$ cat src/urm_pkg.sv
// Shared types and constants for the ultrasonic range meter.
// No dependencies; imported by every module of the block.
package urm_pkg;

   // register map, index is paddr[3:2]
   localparam int REG_INDEX_BITS = 2;
   localparam int ADDR_BITS = 4;
   localparam logic [REG_INDEX_BITS-1:0] REG_TRIGGER_TICKS = 2'd0;
   localparam logic [REG_INDEX_BITS-1:0] REG_ECHO_TIMEOUT = 2'd1;
   localparam logic [REG_INDEX_BITS-1:0] REG_GAP_TICKS = 2'd2;
   localparam logic [REG_INDEX_BITS-1:0] REG_TICKS_PER_INCH = 2'd3;

   // register widths and reset values
   localparam int TRIGGER_BITS = 8;
   localparam int LIMIT_BITS = 20;
   localparam int DIVISOR_BITS = 8;
   localparam logic [TRIGGER_BITS-1:0] TRIGGER_RESET = 8'd11;
   localparam logic [LIMIT_BITS-1:0] TIMEOUT_RESET = 20'd1000000;
   localparam logic [LIMIT_BITS-1:0] GAP_RESET = 20'd100000;
   localparam logic [DIVISOR_BITS-1:0] TICKS_PER_INCH_RESET = 8'd148;

   // result fields
   localparam int WHOLE_BITS = 20;
   localparam int HUND_BITS = 7;
   localparam logic [WHOLE_BITS-1:0] WHOLE_MAX = 20'hFFFFF;
   localparam logic [HUND_BITS-1:0] HUND_MAX = 7'd99;

   // scaled remainder feeding the hundredths pass
   localparam int FRAC_BITS = 15;
   localparam logic [FRAC_BITS-1:0] FRAC_SCALE = 15'd100;

   // configuration seen by the core
   typedef struct packed {
      logic [TRIGGER_BITS-1:0] trigger_ticks;
      logic [LIMIT_BITS-1:0]   echo_timeout_ticks;
      logic [LIMIT_BITS-1:0]   gap_ticks;
      logic [DIVISOR_BITS-1:0] ticks_per_inch;
   } cfg_type;

   // divider status back to the sequencer
   typedef struct packed {
      logic busy;
      logic done;
   } div_status_type;

   // measurement phase
   typedef enum logic [3:0] {
      PH_TRIG = 4'b0001,
      PH_WAIT = 4'b0010,
      PH_MEAS = 4'b0100,
      PH_GAP  = 4'b1000
   } phase_type;

   // sequencer around the shared divider
   typedef enum logic [2:0] {
      SQ_IDLE  = 3'b001,
      SQ_WHOLE = 3'b010,
      SQ_FRAC  = 3'b100
   } seq_type;

endpackage

$ cat src/urm_csr.sv
// APB-style configuration registers of the range meter.
// Depends on urm_pkg for the register map and reset values.
module urm_csr
   import urm_pkg::*;
(
   input  logic                 clock,
   input  logic                 reset,
   input  logic                 psel,
   input  logic                 penable,
   input  logic                 pwrite,
   input  logic [ADDR_BITS-1:0] paddr,
   input  logic [31:0]          pwdata,
   output logic [31:0]          prdata,
   output logic                 pready,
   output cfg_type              cfg
);

   cfg_type                   cfg_ff;
   cfg_type                   cfg_in;
   logic                      wr_en;
   logic [REG_INDEX_BITS-1:0] reg_index;

   assign pready = 1'b1;
   assign wr_en = psel && penable && pwrite;
   assign reg_index = paddr[ADDR_BITS-1:2];
   assign cfg = cfg_ff;

   // register write decode
   always_comb begin
      cfg_in = cfg_ff;
      if (wr_en) begin
         case (reg_index)
            REG_TRIGGER_TICKS:  cfg_in.trigger_ticks = pwdata[TRIGGER_BITS-1:0];
            REG_ECHO_TIMEOUT:   cfg_in.echo_timeout_ticks = pwdata[LIMIT_BITS-1:0];
            REG_GAP_TICKS:      cfg_in.gap_ticks = pwdata[LIMIT_BITS-1:0];
            REG_TICKS_PER_INCH: cfg_in.ticks_per_inch = pwdata[DIVISOR_BITS-1:0];
            default:            cfg_in = cfg_ff;
         endcase
      end
   end

   always_ff @(posedge clock) begin
      if (reset) begin
         cfg_ff.trigger_ticks <= TRIGGER_RESET;
         cfg_ff.echo_timeout_ticks <= TIMEOUT_RESET;
         cfg_ff.gap_ticks <= GAP_RESET;
         cfg_ff.ticks_per_inch <= TICKS_PER_INCH_RESET;
      end else begin
         cfg_ff <= cfg_in;
      end
   end

   // read back
   always_comb begin
      case (reg_index)
         REG_TRIGGER_TICKS:  prdata = 32'(cfg_ff.trigger_ticks);
         REG_ECHO_TIMEOUT:   prdata = 32'(cfg_ff.echo_timeout_ticks);
         REG_GAP_TICKS:      prdata = 32'(cfg_ff.gap_ticks);
         REG_TICKS_PER_INCH: prdata = 32'(cfg_ff.ticks_per_inch);
         default:            prdata = 32'd0;
      endcase
   end

endmodule

$ cat src/urm_div.sv
// Restoring serial divider, one quotient bit per cycle, 8-bit divisor.
// Depends on urm_pkg for the divisor width and status struct.
module urm_div
   import urm_pkg::*;
#(
   parameter int DW = 20
) (
   input  logic                    clock,
   input  logic                    reset,
   input  logic                    start,
   input  logic [DW-1:0]           dividend,
   input  logic [DIVISOR_BITS-1:0] divisor,
   output logic [DW-1:0]           quotient,
   output logic [DIVISOR_BITS-1:0] remainder,
   output div_status_type          status
);

   localparam int CNT_BITS = $clog2(DW);

   logic                    busy_ff, busy_in;
   logic                    done_ff, done_in;
   logic [CNT_BITS-1:0]     count_ff, count_in;
   logic [DW-1:0]           num_ff, num_in;
   logic [DIVISOR_BITS-1:0] rem_ff, rem_in;
   logic [DIVISOR_BITS-1:0] dsr_ff, dsr_in;
   logic [DIVISOR_BITS:0]   trial;
   logic [DIVISOR_BITS:0]   diff;
   logic                    fits;

   // one trial subtract per cycle
   assign trial = {rem_ff, num_ff[DW-1]};
   assign diff = trial - {1'b0, dsr_ff};
   assign fits = trial >= {1'b0, dsr_ff};

   always_comb begin
      busy_in = busy_ff;
      done_in = 1'b0;
      count_in = count_ff;
      num_in = num_ff;
      rem_in = rem_ff;
      dsr_in = dsr_ff;
      if (start) begin
         busy_in = 1'b1;
         count_in = '0;
         num_in = dividend;
         rem_in = '0;
         // a zero divisor counts as one
         dsr_in = (divisor == '0) ? DIVISOR_BITS'(1) : divisor;
      end else if (busy_ff) begin
         num_in = {num_ff[DW-2:0], fits};
         rem_in = fits ? diff[DIVISOR_BITS-1:0] : trial[DIVISOR_BITS-1:0];
         count_in = count_ff + CNT_BITS'(1);
         if (count_ff == CNT_BITS'(DW - 1)) begin
            busy_in = 1'b0;
            done_in = 1'b1;
         end
      end
   end

   always_ff @(posedge clock) begin
      if (reset) begin
         busy_ff <= 1'b0;
         done_ff <= 1'b0;
         count_ff <= '0;
      end else begin
         busy_ff <= busy_in;
         done_ff <= done_in;
         count_ff <= count_in;
      end
   end

   always_ff @(posedge clock) begin
      num_ff <= num_in;
      rem_ff <= rem_in;
      dsr_ff <= dsr_in;
   end

   assign quotient = num_ff;
   assign remainder = rem_ff;
   assign status.busy = busy_ff;
   assign status.done = done_ff;

endmodule

$ cat src/ultrasonic_range_meter_top.sv
// Ultrasonic range meter top level: tick handshake, phase control, result register.
// Depends on urm_pkg, urm_csr and urm_div.
//
// Each request is one microsecond tick with the sampled echo level, and each
// tick gives exactly one response (trigger drive, reading, lost flag). A tick
// on which echo falls runs the shared serial divider twice, once for whole
// inches and once for the hundredths, one quotient bit per cycle with
// DW = max(COUNT_BITS, 15) bits; no new tick is taken until both passes are
// done. A new request is taken when the sequencer is idle and the response
// register is empty or being read in the same cycle.
module ultrasonic_range_meter_top
   import urm_pkg::*;
#(
   parameter int COUNT_BITS = 20
) (
   input  logic                  clock,
   input  logic                  reset,
   // request channel
   input  logic                  req_valid,
   output logic                  req_ready,
   input  logic                  req_echo_level,
   // response channel
   output logic                  rsp_valid,
   input  logic                  rsp_ready,
   output logic                  rsp_trigger_level,
   output logic                  rsp_reading_valid,
   output logic                  rsp_echo_lost,
   output logic [WHOLE_BITS-1:0] rsp_whole_inches,
   output logic [HUND_BITS-1:0]  rsp_hundredths,
   // configuration port
   input  logic                  psel,
   input  logic                  penable,
   input  logic                  pwrite,
   input  logic [ADDR_BITS-1:0]  paddr,
   input  logic [31:0]           pwdata,
   output logic [31:0]           prdata,
   output logic                  pready
);

   localparam int DW = (COUNT_BITS > FRAC_BITS) ? COUNT_BITS : FRAC_BITS;
   localparam int CW = (COUNT_BITS > LIMIT_BITS) ? COUNT_BITS : LIMIT_BITS;
   localparam logic [CW-1:0] CNT_MAX = CW'({COUNT_BITS{1'b1}});

   cfg_type                 cfg;
   div_status_type          div_status;
   logic                    div_start;
   logic [DW-1:0]           div_dividend;
   logic [DW-1:0]           div_quotient;
   logic [DIVISOR_BITS-1:0] div_remainder;
   logic [FRAC_BITS-1:0]    frac_num;

   phase_type               phase_ff, phase_in;
   seq_type                 seq_ff, seq_in;
   logic [COUNT_BITS-1:0]   elapsed_ff, elapsed_in;
   logic [COUNT_BITS-1:0]   width_ff, width_in;
   logic [COUNT_BITS-1:0]   elapsed_inc;
   logic [COUNT_BITS-1:0]   width_inc;
   logic                    accept;
   logic                    tick_trig;
   logic                    tick_lost;
   logic                    tick_reading;
   logic                    whole_over;
   logic [WHOLE_BITS-1:0]   whole_ff, whole_in;
   logic                    clamp_ff, clamp_in;

   logic                    rsp_valid_ff, rsp_valid_in;
   logic                    rsp_trig_ff, rsp_trig_in;
   logic                    rsp_read_ff, rsp_read_in;
   logic                    rsp_lost_ff, rsp_lost_in;
   logic [WHOLE_BITS-1:0]   rsp_whole_ff, rsp_whole_in;
   logic [HUND_BITS-1:0]    rsp_hund_ff, rsp_hund_in;

   // limit clipped to the counter range
   function automatic logic [CW-1:0] eff_limit(input logic [CW-1:0] lim);
      return (lim > CNT_MAX) ? CNT_MAX : lim;
   endfunction

   urm_csr u_csr (
      .clock   (clock),
      .reset   (reset),
      .psel    (psel),
      .penable (penable),
      .pwrite  (pwrite),
      .paddr   (paddr),
      .pwdata  (pwdata),
      .prdata  (prdata),
      .pready  (pready),
      .cfg     (cfg)
   );

   urm_div #(
      .DW (DW)
   ) u_div (
      .clock     (clock),
      .reset     (reset),
      .start     (div_start),
      .dividend  (div_dividend),
      .divisor   (cfg.ticks_per_inch),
      .quotient  (div_quotient),
      .remainder (div_remainder),
      .status    (div_status)
   );

   // handshake
   assign req_ready = (seq_ff == SQ_IDLE) && (!rsp_valid_ff || rsp_ready);
   assign accept = req_valid && req_ready;

   // saturating increments
   assign elapsed_inc = (elapsed_ff == '1) ? elapsed_ff : elapsed_ff + COUNT_BITS'(1);
   assign width_inc = (width_ff == '1) ? width_ff : width_ff + COUNT_BITS'(1);

   // per-tick phase update
   always_comb begin
      phase_in = phase_ff;
      elapsed_in = elapsed_ff;
      width_in = width_ff;
      tick_trig = 1'b0;
      tick_lost = 1'b0;
      tick_reading = 1'b0;
      case (phase_ff)
         PH_WAIT, PH_MEAS: begin
            elapsed_in = elapsed_inc;
            if (CW'(elapsed_inc) >= eff_limit(CW'(cfg.echo_timeout_ticks))) begin
               tick_lost = 1'b1;
               phase_in = PH_TRIG;
               elapsed_in = '0;
            end else if (phase_ff == PH_WAIT) begin
               if (req_echo_level) begin
                  width_in = COUNT_BITS'(1);
                  phase_in = PH_MEAS;
               end
            end else if (req_echo_level) begin
               width_in = width_inc;
            end else begin
               tick_reading = 1'b1;
               elapsed_in = '0;
               phase_in = (cfg.gap_ticks == '0) ? PH_TRIG : PH_GAP;
            end
         end
         PH_GAP: begin
            elapsed_in = elapsed_inc;
            if (CW'(elapsed_inc) >= eff_limit(CW'(cfg.gap_ticks))) begin
               phase_in = PH_TRIG;
               elapsed_in = '0;
            end
         end
         default: begin
            tick_trig = 1'b1;
            elapsed_in = elapsed_inc;
            if (CW'(elapsed_inc) >= eff_limit(CW'(cfg.trigger_ticks))) begin
               phase_in = PH_WAIT;
               elapsed_in = '0;
               width_in = '0;
            end else begin
               phase_in = PH_TRIG;
            end
         end
      endcase
   end

   // divider passes: width / divisor, then 100 * remainder / divisor
   assign frac_num = FRAC_BITS'(div_remainder) * FRAC_SCALE;
   assign whole_over = {WHOLE_BITS'(0), div_quotient} > {DW'(0), WHOLE_MAX};

   always_comb begin
      div_start = 1'b0;
      div_dividend = DW'(width_ff);
      seq_in = seq_ff;
      whole_in = whole_ff;
      clamp_in = clamp_ff;
      case (seq_ff)
         SQ_IDLE: begin
            if (accept && tick_reading) begin
               div_start = 1'b1;
               seq_in = SQ_WHOLE;
            end
         end
         SQ_WHOLE: begin
            if (div_status.done) begin
               div_start = 1'b1;
               div_dividend = DW'(frac_num);
               clamp_in = whole_over;
               whole_in = whole_over ? WHOLE_MAX : WHOLE_BITS'(div_quotient);
               seq_in = SQ_FRAC;
            end
         end
         SQ_FRAC: begin
            if (div_status.done) begin
               seq_in = SQ_IDLE;
            end
         end
         default: seq_in = SQ_IDLE;
      endcase
   end

   // response register
   always_comb begin
      rsp_valid_in = rsp_valid_ff && !rsp_ready;
      rsp_trig_in = rsp_trig_ff;
      rsp_read_in = rsp_read_ff;
      rsp_lost_in = rsp_lost_ff;
      rsp_whole_in = rsp_whole_ff;
      rsp_hund_in = rsp_hund_ff;
      if (accept && !tick_reading) begin
         rsp_valid_in = 1'b1;
         rsp_trig_in = tick_trig;
         rsp_read_in = 1'b0;
         rsp_lost_in = tick_lost;
         rsp_whole_in = '0;
         rsp_hund_in = '0;
      end else if (seq_ff == SQ_FRAC && div_status.done) begin
         rsp_valid_in = 1'b1;
         rsp_trig_in = 1'b0;
         rsp_read_in = 1'b1;
         rsp_lost_in = 1'b0;
         rsp_whole_in = whole_ff;
         rsp_hund_in = clamp_ff ? HUND_MAX : HUND_BITS'(div_quotient);
      end
   end

   always_ff @(posedge clock) begin
      if (reset) begin
         phase_ff <= PH_TRIG;
         elapsed_ff <= '0;
         width_ff <= '0;
         seq_ff <= SQ_IDLE;
         rsp_valid_ff <= 1'b0;
      end else begin
         if (accept) begin
            phase_ff <= phase_in;
            elapsed_ff <= elapsed_in;
            width_ff <= width_in;
         end
         seq_ff <= seq_in;
         rsp_valid_ff <= rsp_valid_in;
      end
   end

   always_ff @(posedge clock) begin
      whole_ff <= whole_in;
      clamp_ff <= clamp_in;
      rsp_trig_ff <= rsp_trig_in;
      rsp_read_ff <= rsp_read_in;
      rsp_lost_ff <= rsp_lost_in;
      rsp_whole_ff <= rsp_whole_in;
      rsp_hund_ff <= rsp_hund_in;
   end

   assign rsp_valid = rsp_valid_ff;
   assign rsp_trigger_level = rsp_trig_ff;
   assign rsp_reading_valid = rsp_read_ff;
   assign rsp_echo_lost = rsp_lost_ff;
   assign rsp_whole_inches = rsp_whole_ff;
   assign rsp_hundredths = rsp_hund_ff;

endmodule

$ cat config.mk
export PLATFORM = sky130hd
export DESIGN_NAME = ultrasonic_range_meter_top
export DESIGN_NICKNAME = d
export VERILOG_FILES = /design/src/urm_pkg.sv /design/src/urm_csr.sv /design/src/urm_div.sv /design/src/ultrasonic_range_meter_top.sv
export SDC_FILE = /design/constraint.sdc
export NUM_CORES = 1
export LEC_CHECK = 0
export BUFFER_PORTS_ARGS = -buffer_cell sky130_fd_sc_hd__buf_2
export CAP_MARGIN = 10
export CORE_ASPECT_RATIO = 0.8
export CORE_MARGIN = 2
export CORE_UTILIZATION = 27
export DETAILED_ROUTE_END_ITERATION = 12
export SLEW_MARGIN = 20
export SYNTH_ARGS = -nofsm -noshare
export SYNTH_HDL_FRONTEND = slang
export SYNTH_SLANG_ARGS = --single-unit
$ cat constraint.sdc
create_clock -name clock -period 5.4 [get_ports clock]
set_clock_uncertainty 0.05 [all_clocks]
set_input_delay 1.08 -clock clock [delete_from_list [all_inputs] [get_ports clock]]
set_output_delay 1.08 -clock clock [all_outputs]
set_load 0.01 [all_outputs]
* After elaboration in Yosys (flattened, before gate mapping)
Index checks and enable logic that the tools add are counted.
** Cells by class
- Add/subtract/negate cells :: 4
- $mul :: 1
- Order comparisons :: 6
- Equality and inequality tests :: 21
- Multiplexer cells :: 53
- Bitwise logic cells :: 2
- Reduce and logical (&&, ||, !) cells :: 30
** Operators with widths (count)
- $mux 20 :: 18
- $pmux 32 s4 :: 1
- $pmux 20 s2 :: 2
- $add 20x1->20 const B :: 2
- $eq 20x20->1 const B :: 2
- $ge 20x20->1 :: 2
- $gt 20x20->1 const B :: 2
- $mux 4 :: 6
- $ge 20x8->1 :: 1
- $logic_not 20->1 :: 1
- $mux 1 :: 18
- $mul 8x5->13 const B :: 1
- $reduce_and 2->1 :: 5
- $ge 9x8->1 :: 1
- $mux 3 :: 3
- $pmux 3 s3 :: 1
- $logic_and 1x1->1 :: 8
- $logic_not 8->1 :: 1
- $mux 8 :: 1
- $ne 4x4->1 const B :: 2
- $pmux 4 s2 :: 1
- $sub 8x8->8 :: 1
- $ne 2x1->1 const B :: 3
- $ne 2x2->1 const B :: 3
- 23 further kinds :: 31
** Word-level totals
- Bits in registers :: 197
- Bits of input ports :: 44
- Output and inout bits :: 65
- Word-level logic and storage cells :: 138

* Depth between registers and ports, before layout
- Word-level depth :: 9
- Mapped depth :: 20
- Gate-level depth less buffers :: 17

* By module
From an unflattened synthesis, not the netlist that was laid out.
** Second synthesis, totals
- Cells, all modules :: 1305
- Area, all modules :: 11768.8 um2
** By module, submodules not included
- ultrasonic_range_meter_top :: times used 1, cells each 840, area each 6806.5 um2, seq. area each 2182.1 um2
- urm_csr :: times used 1, cells each 268, area each 2716.4 um2, seq. area each 1121.1 um2
- urm_div :: times used 1, cells each 197, area each 2245.9 um2, seq. area each 1141.1 um2

* Worst setup path before layout
No wires, ideal clock.
- Kind :: reg2reg
- Start point :: register elapsed_ff[0]
- End point :: register u_div.dsr_ff[0], enable pin
- Library setup time :: 376 ps
- Data arrival time :: 4377 ps
- Required time :: 4974 ps
- Path slack :: 597 ps
- Stages on the path, launching flop included :: 20
- Buffers on the path :: 3
- Period minus slack after synthesis :: 4803 ps
- Cells stage by stage :: dfxtp_1 ha_1 nand4_1 nor3_4 nand2_2 nand3_1 nor2_1 xnor2_1 ha_1 a21o_1 a21o_1 a21oi_1 o21ai_0 a31oi_1 nand2_1 or3_1 clkbuf_1 nand2b_1 clkbuf_1 clkbuf_1
** On the way
- Cells in the longest elaborated chain, start to end :: 8
- Elaborated cells between the ends (all ways) :: 9
- Classes of those cells :: add/sub: 1; order compare: 1; eq/ne: 1; mux: 5; reduce/logical: 1
** RTL lines
- start: declaration :: RTL line ultrasonic_range_meter_top.sv:54 : logic [COUNT_BITS-1:0] elapsed_ff, elapsed_in;
- start signal: assignment :: RTL line ultrasonic_range_meter_top.sv:231 : elapsed_ff <= elapsed_in;
- $add 20x1->20 or $eq 20x20->1 (tied branches) :: RTL line ultrasonic_range_meter_top.sv:109 : assign elapsed_inc = (elapsed_ff == '1) ? elapsed_ff : elapsed_ff + COUNT_BITS'(1);
- $mux 20 * :: RTL line ultrasonic_range_meter_top.sv:109
- $ge 20x20->1 * :: RTL line ultrasonic_range_meter_top.sv:123 : if (CW'(elapsed_inc) >= eff_limit(CW'(cfg.echo_timeout_ticks))) begin
- $mux 1 * :: RTL line ultrasonic_range_meter_top.sv:123
- $mux 1 * :: RTL line ultrasonic_range_meter_top.sv:120 : case (phase_ff)
- $logic_and 1x1->1 * :: RTL line ultrasonic_range_meter_top.sv:173 : if (accept && tick_reading) begin
- $mux 1 * :: RTL line ultrasonic_range_meter_top.sv:173
- $pmux 1 s2 * :: RTL line ultrasonic_range_meter_top.sv:171 : case (seq_ff)
- net div_start :: RTL line ultrasonic_range_meter_top.sv:46 : logic div_start;
- end signal: assignment :: RTL line urm_div.sv:75 : dsr_ff <= dsr_in;
- end: declaration :: RTL line urm_div.sv:25 : logic [DIVISOR_BITS-1:0] dsr_ff, dsr_in;
The timed path passes the listed nets; every way through them passes the cells marked *.
A chain may end at the register's enable or synchronous reset.

* Final worst setup path
- Start point :: register elapsed_ff[10]
- End point :: register u_div.num_ff[9], in the netlist u_div.quotient[9], enable pin
** On the way
- Cells in the longest elaborated chain, start to end :: 9
- Elaborated cells between the ends (all ways) :: 10
- Classes of those cells :: add/sub: 1; order compare: 1; eq/ne: 1; mux: 5; reduce/logical: 2
** RTL lines
- $add 20x1->20 or $eq 20x20->1 (tied branches) :: RTL line ultrasonic_range_meter_top.sv:109
- $mux 20 * :: RTL line ultrasonic_range_meter_top.sv:109
- $ge 20x20->1 * :: RTL line ultrasonic_range_meter_top.sv:123
- $mux 1 * :: RTL line ultrasonic_range_meter_top.sv:123
- $mux 1 * :: RTL line ultrasonic_range_meter_top.sv:120
- $logic_and 1x1->1 * :: RTL line ultrasonic_range_meter_top.sv:173
- $mux 1 * :: RTL line ultrasonic_range_meter_top.sv:173
- $pmux 1 s2 * :: RTL line ultrasonic_range_meter_top.sv:171
- $reduce_bool 2->1 (no line) *
- end signal: assignment :: RTL line urm_div.sv:73 : num_ff <= num_in;
- end: declaration :: RTL line urm_div.sv:23 : logic [DW-1:0] num_ff, num_in;
Every way passes the cells marked *; elsewhere a longest branch is shown, timed or not.

==> metrics.txt <==
# TYPE chip_impl_metric gauge
chip_impl_info{name="hold_class",value="reg2reg"} 1
chip_impl_metric{name="cts_setup_buffers",unit=""} 0
chip_impl_metric{name="clock_latency",unit="ns"} 0.46
chip_impl_metric{name="report.final.slew_viol_count",unit=""} 0
chip_impl_metric{name="cts.reportedPaths.clkPinSlew",unit="ns"} 0.08
chip_impl_metric{name="worst_ir_drop_vdd",unit="V"} 0.000190
chip_impl_metric{name="cp.required",unit="ns"} 5.44
chip_impl_metric{name="share_seq_of_total_power",unit=""} 0.482
chip_impl_metric{name="globalplace.congestion",unit=""} 0.880
chip_impl_metric{name="drtAntennaViolNets",unit=""} 0
chip_impl_metric{name="fin_area",unit="um2"} 12600
chip_impl_info{name="critPathLaunchType",value="flop"} 1
chip_impl_metric{name="wl_per_cell",unit="um"} 14.6
chip_impl_info{name="layout.cells.most_common_list",value="180 x nand2_1, 147 x dfxtp_1, 94 x a21oi_1, 90 x nor2_1, 88 x ha_1"} 1
chip_impl_info{name="reg2reg_to",value="u_div.quotient[9]"} 1
chip_impl_metric{name="pin_count_of_the_biggest_net_entering_global_routing",unit=""} 78
chip_impl_metric{name="crit_path_max_fanout",unit=""} 20
chip_impl_metric{name="synth.cell_area",unit="um2"} 11100
chip_impl_info{name="path_delay_family",value="simple AND/OR/NAND/NOR gates"} 1
chip_impl_metric{name="max-cap-violations",unit=""} 0
chip_impl_metric{name="yosysUniqueCellTypes",unit=""} 73
chip_impl_metric{name="initial_antenna_violation_count",unit=""} 0
chip_impl_metric{name="seq_area_frac_synth",unit=""} 0.401
chip_impl_metric{name="timing.critical_path.arrival",unit="ns"} 4.95
chip_impl_info{name="cpMostUsedCell",value="a21o_1"} 1
chip_impl_metric{name="route.detailed.drc",unit=""} 0
chip_impl_metric{name="fillCellCount",unit=""} 4232
chip_impl_metric{name="layout.cells.non_filler",unit=""} 1848
chip_impl_metric{name="setup_viol_count_final",unit=""} 0
chip_impl_info{name="worstSetupEndpointType",value="flop"} 1
chip_impl_metric{name="global_route.usage.total",unit=""} 0.128
chip_impl_metric{name="antenna-diode-count",unit=""} 0
chip_impl_metric{name="cellPowerDensity",unit="nW/um2"} 252
chip_impl_info{name="layout_commonest_cell",value="nand2_1"} 1
chip_impl_metric{name="drt-pass1-iter-count",unit=""} 5
chip_impl_metric{name="ctsLongestPathBuffers",unit=""} 2
chip_impl_metric{name="placeableCoreArea",unit="um2"} 40500
chip_impl_metric{name="dpl_cell_area",unit="um2"} 11900
chip_impl_metric{name="cts.htree.levels",unit=""} 4
chip_impl_info{name="critPathKind",value="reg2reg"} 1
chip_impl_info{name="synth-main-ff-cell",value="dfxtp_1"} 1
chip_impl_metric{name="number_of_enable_type_register_cells_in_the_synthesized_netlist",unit=""} 50
chip_impl_metric{name="grt_first_pass_wirelength",unit="um"} 44100
chip_impl_metric{name="dieArea",unit="um2"} 42700
chip_impl_metric{name="power.share.switching",unit=""} 0.278
chip_impl_metric{name="comb_power_share",unit=""} 0.102
chip_impl_info{name="run_status",value="finished, final reports clean"} 1
chip_impl_info{name="path_cells",value="nand4_1 > nor3_2 > nand2_2 > nand3_1 > nor2_1 > xnor2_1 > ha_1 > a21o_1 > a21o_1 > a21oi_1 > o21ai_0 > a31oi_1 > nand2_1 > or3_1 > nand2b_1 > or2_2"} 1
chip_impl_metric{name="whs",unit="ns"} 0.403
chip_impl_metric{name="ff2ff_path_depth",unit=""} 16
chip_impl_metric{name="average_footprint_of_a_synthesized_cell",unit="um2"} 8.87
chip_impl_metric{name="dp.cells",unit=""} 1816
chip_impl_metric{name="dr_total_vias",unit=""} 8956
chip_impl_info{name="grt_setup_unrepaired",value="false"} 1
chip_impl_metric{name="post-dp-hpwl",unit="um"} 19700
chip_impl_metric{name="ffs_w_async_s_r_synth",unit=""} 0
chip_impl_metric{name="num_io_pins",unit=""} 109
chip_impl_info{name="r2r-start",value="elapsed_ff[10]"} 1
chip_impl_metric{name="grt.overflow.total",unit=""} 0
chip_impl_metric{name="clock.fmax",unit="MHz"} 204
chip_impl_info{name="timing.critical_path.to",value="u_div.quotient[9]"} 1
chip_impl_metric{name="nNetsFinal",unit=""} 1427
chip_impl_metric{name="clkPwrFrac",unit=""} 0.415
chip_impl_info{name="critical-path-slowest-cell",value="dfxtp_1"} 1
chip_impl_metric{name="number_of_resized_instances_in_the_post_cts_repair_step",unit=""} 0
chip_impl_metric{name="io_buffer_count",unit=""} 81
chip_impl_metric{name="route.final.wire_length",unit="um"} 27000
chip_impl_metric{name="num_cts_buffers",unit=""} 17
chip_impl_metric{name="drt-vias-per-instance",unit=""} 4.85
chip_impl_metric{name="min_period",unit="ns"} 4.91
chip_impl_metric{name="final_core_utilization",unit=""} 0.310
chip_impl_metric{name="p_int",unit="uW"} 2290
chip_impl_metric{name="chipHeight",unit="um"} 185
chip_impl_metric{name="worst-path-stages",unit=""} 16
chip_impl_metric{name="ff2ff_setup_slack",unit="ns"} 0.49
chip_impl_metric{name="vias_in_the_first_global_route",unit=""} 8514
chip_impl_metric{name="placement_rows",unit=""} 66
chip_impl_metric{name="yosysWarnings",unit=""} 0
chip_impl_metric{name="setup_tns",unit="ns"} 0
chip_impl_metric{name="die_w",unit="um"} 231
chip_impl_metric{name="slew_headroom",unit=""} 0.343
chip_impl_metric{name="share_of_cells_above_drive_strength_1",unit=""} 0.127
chip_impl_metric{name="critical_path_buf_inv_count",unit=""} 0
chip_impl_metric{name="detail_route.iter0.violations",unit=""} 700
chip_impl_metric{name="area_delta_synth_final",unit="%"} 13.5
chip_impl_metric{name="worst_pin_slew",unit="ns"} 0.985
chip_impl_metric{name="start_util",unit=""} 0.273
chip_impl_metric{name="timing.critical_path.slowest_cell_delay",unit="ns"} 0.50
chip_impl_metric{name="fin_crit_sh",unit=""} 0.909
chip_impl_metric{name="synth-seq-cells",unit=""} 197
chip_impl_metric{name="static-leakage-power",unit="uW"} 0.00515
chip_impl_metric{name="hold_violations",unit=""} 0
chip_impl_metric{name="switchingPower",unit="uW"} 882
chip_impl_metric{name="post_cts_hold_buffer_count",unit=""} 0
chip_impl_metric{name="tritoncts_num_sinks",unit=""} 197
chip_impl_info{name="root_buffer",value="clkbuf_16"} 1
chip_impl_info{name="clock_tree_from_tritoncts",value="built"} 1
chip_impl_metric{name="synthCells",unit=""} 1250
chip_impl_info{name="worstSetupStartpoint",value="elapsed_ff[10]"} 1
how the worst min path moves through the flow:
stage	start	end	slack, ns	cells past startpoint
floorplan	u_div.quotient[10]	whole_ff[10]	0.38	0
global placement	rsp_whole_inches[0]	rsp_whole_inches[0]	0.39	2
detailed placement	u_div.quotient[14]	whole_ff[14]	0.39	0
CTS	rsp_whole_inches[18]	rsp_whole_inches[18]	0.41	2
global route	u_div.quotient[14]	whole_ff[14]	0.42	0
finish	rsp_whole_inches[18]	rsp_whole_inches[18]	0.40	2
tightest hold or removal path, cell delays in order (launching register included):
cell and delay (ns):
dfxtp_1 0.31, nand2_1 0.05, a21oi_1 0.05
per-stage QoR:
| step | setup slack (ns) | total power (uW) |
|---|---|---|
| 2_1_floorplan | 0.597 | 1810 |
| 3_3_place_gp | 0.565 | 1880 |
| 3_5_place_dp | 0.605 | 1890 |
| 4_1_cts | 0.555 | 3200 |
| 5_1_grt | 0.175 | 3300 |
| 6_report | 0.491 | 3170 |
power groups by stage:
| stage | combinational [uW] | sequential (uW) | clock, uW |
|---|---|---|---|
| 6_report | 324 | 1530 | 1320 |
| 5_1_grt | 368 | 1530 | 1400 |
| 4_1_cts | 326 | 1530 | 1350 |
| 3_5_place_dp | 322 | 1570 | 0 |
| 3_3_place_gp | 319 | 1570 | 0 |
| 2_1_floorplan | 249 | 1560 | 0 |
kinds of logic (layout without fill, tap and decap cells):
family,count (synthesis),in the layout,share of synthesized area
other,2,13,0.000678
muxes,51,51,0.0555
buffers and inverters,166,209,0.0633
DFF,197,197,0.401
adders and majority gates,92,92,0.107
xor gates and xnor gates,27,27,0.0213
and+or+nand+nor,449,449,0.197
AOI/OAI and AO/OA,266,266,0.154
area by class of cell:
type | count | area [um2] | share of cell area
inverter | 79 | 297 | 0.0236
sequential | 197 | 4440 | 0.353
multi-input combinational | 898 | 6000 | 0.477
clock inverter | 15 | 194 | 0.0154
clock buffer | 17 | 425 | 0.0338
timing repair buffer | 98 | 533 | 0.0424
tap | 544 | 681 | 0.0541
synthesized netlist by cell type, types with 15 or more instances:
library cell    n  area share
buf_4          15       0.010
nor2b_1        26       0.015
xnor2_1        16       0.013
nand2b_1       20       0.011
a21oi_1        94       0.042
nand4_1        23       0.013
a211oi_1       15       0.010
nand2_1       180       0.061
nand3_1        29       0.013
edfxtp_1       50        0.14
inv_1          79       0.027
dfxtp_1       147        0.27
a211o_1        21       0.017
mux2i_1        39       0.035
clkbuf_1       59       0.020
o21ai_0        58       0.026
ha_1           88       0.099
nor2_1         90       0.030
state kept, by name, summed over array words and instances (netlist names), 3 cells and up:
register and flops:
u_div.remainder 8, rsp_whole_inches 20, whole_ff 20, u_div.dsr_ff 8
phase_ff 4, rsp_hundredths 7, width_ff 20, seq_ff 3
u_div.count_ff 5, u_csr.cfg 56, u_div.quotient 20, elapsed_ff 20
layer usage:
| metal | global-route usage | wire length [um] | part of all wire |
|---|---|---|---|
| met2 | 0.184 | 10900 | 0.40 |
| met3 | 0.0349 | 1750 | 0.065 |
| met4 | 0.0372 | 370 | 0.014 |
| met1 | 0.186 | 14000 | 0.52 |
| met5 | 0 | 0 | 0 |
Note: power is estimated with default switching activity, not from simulation.
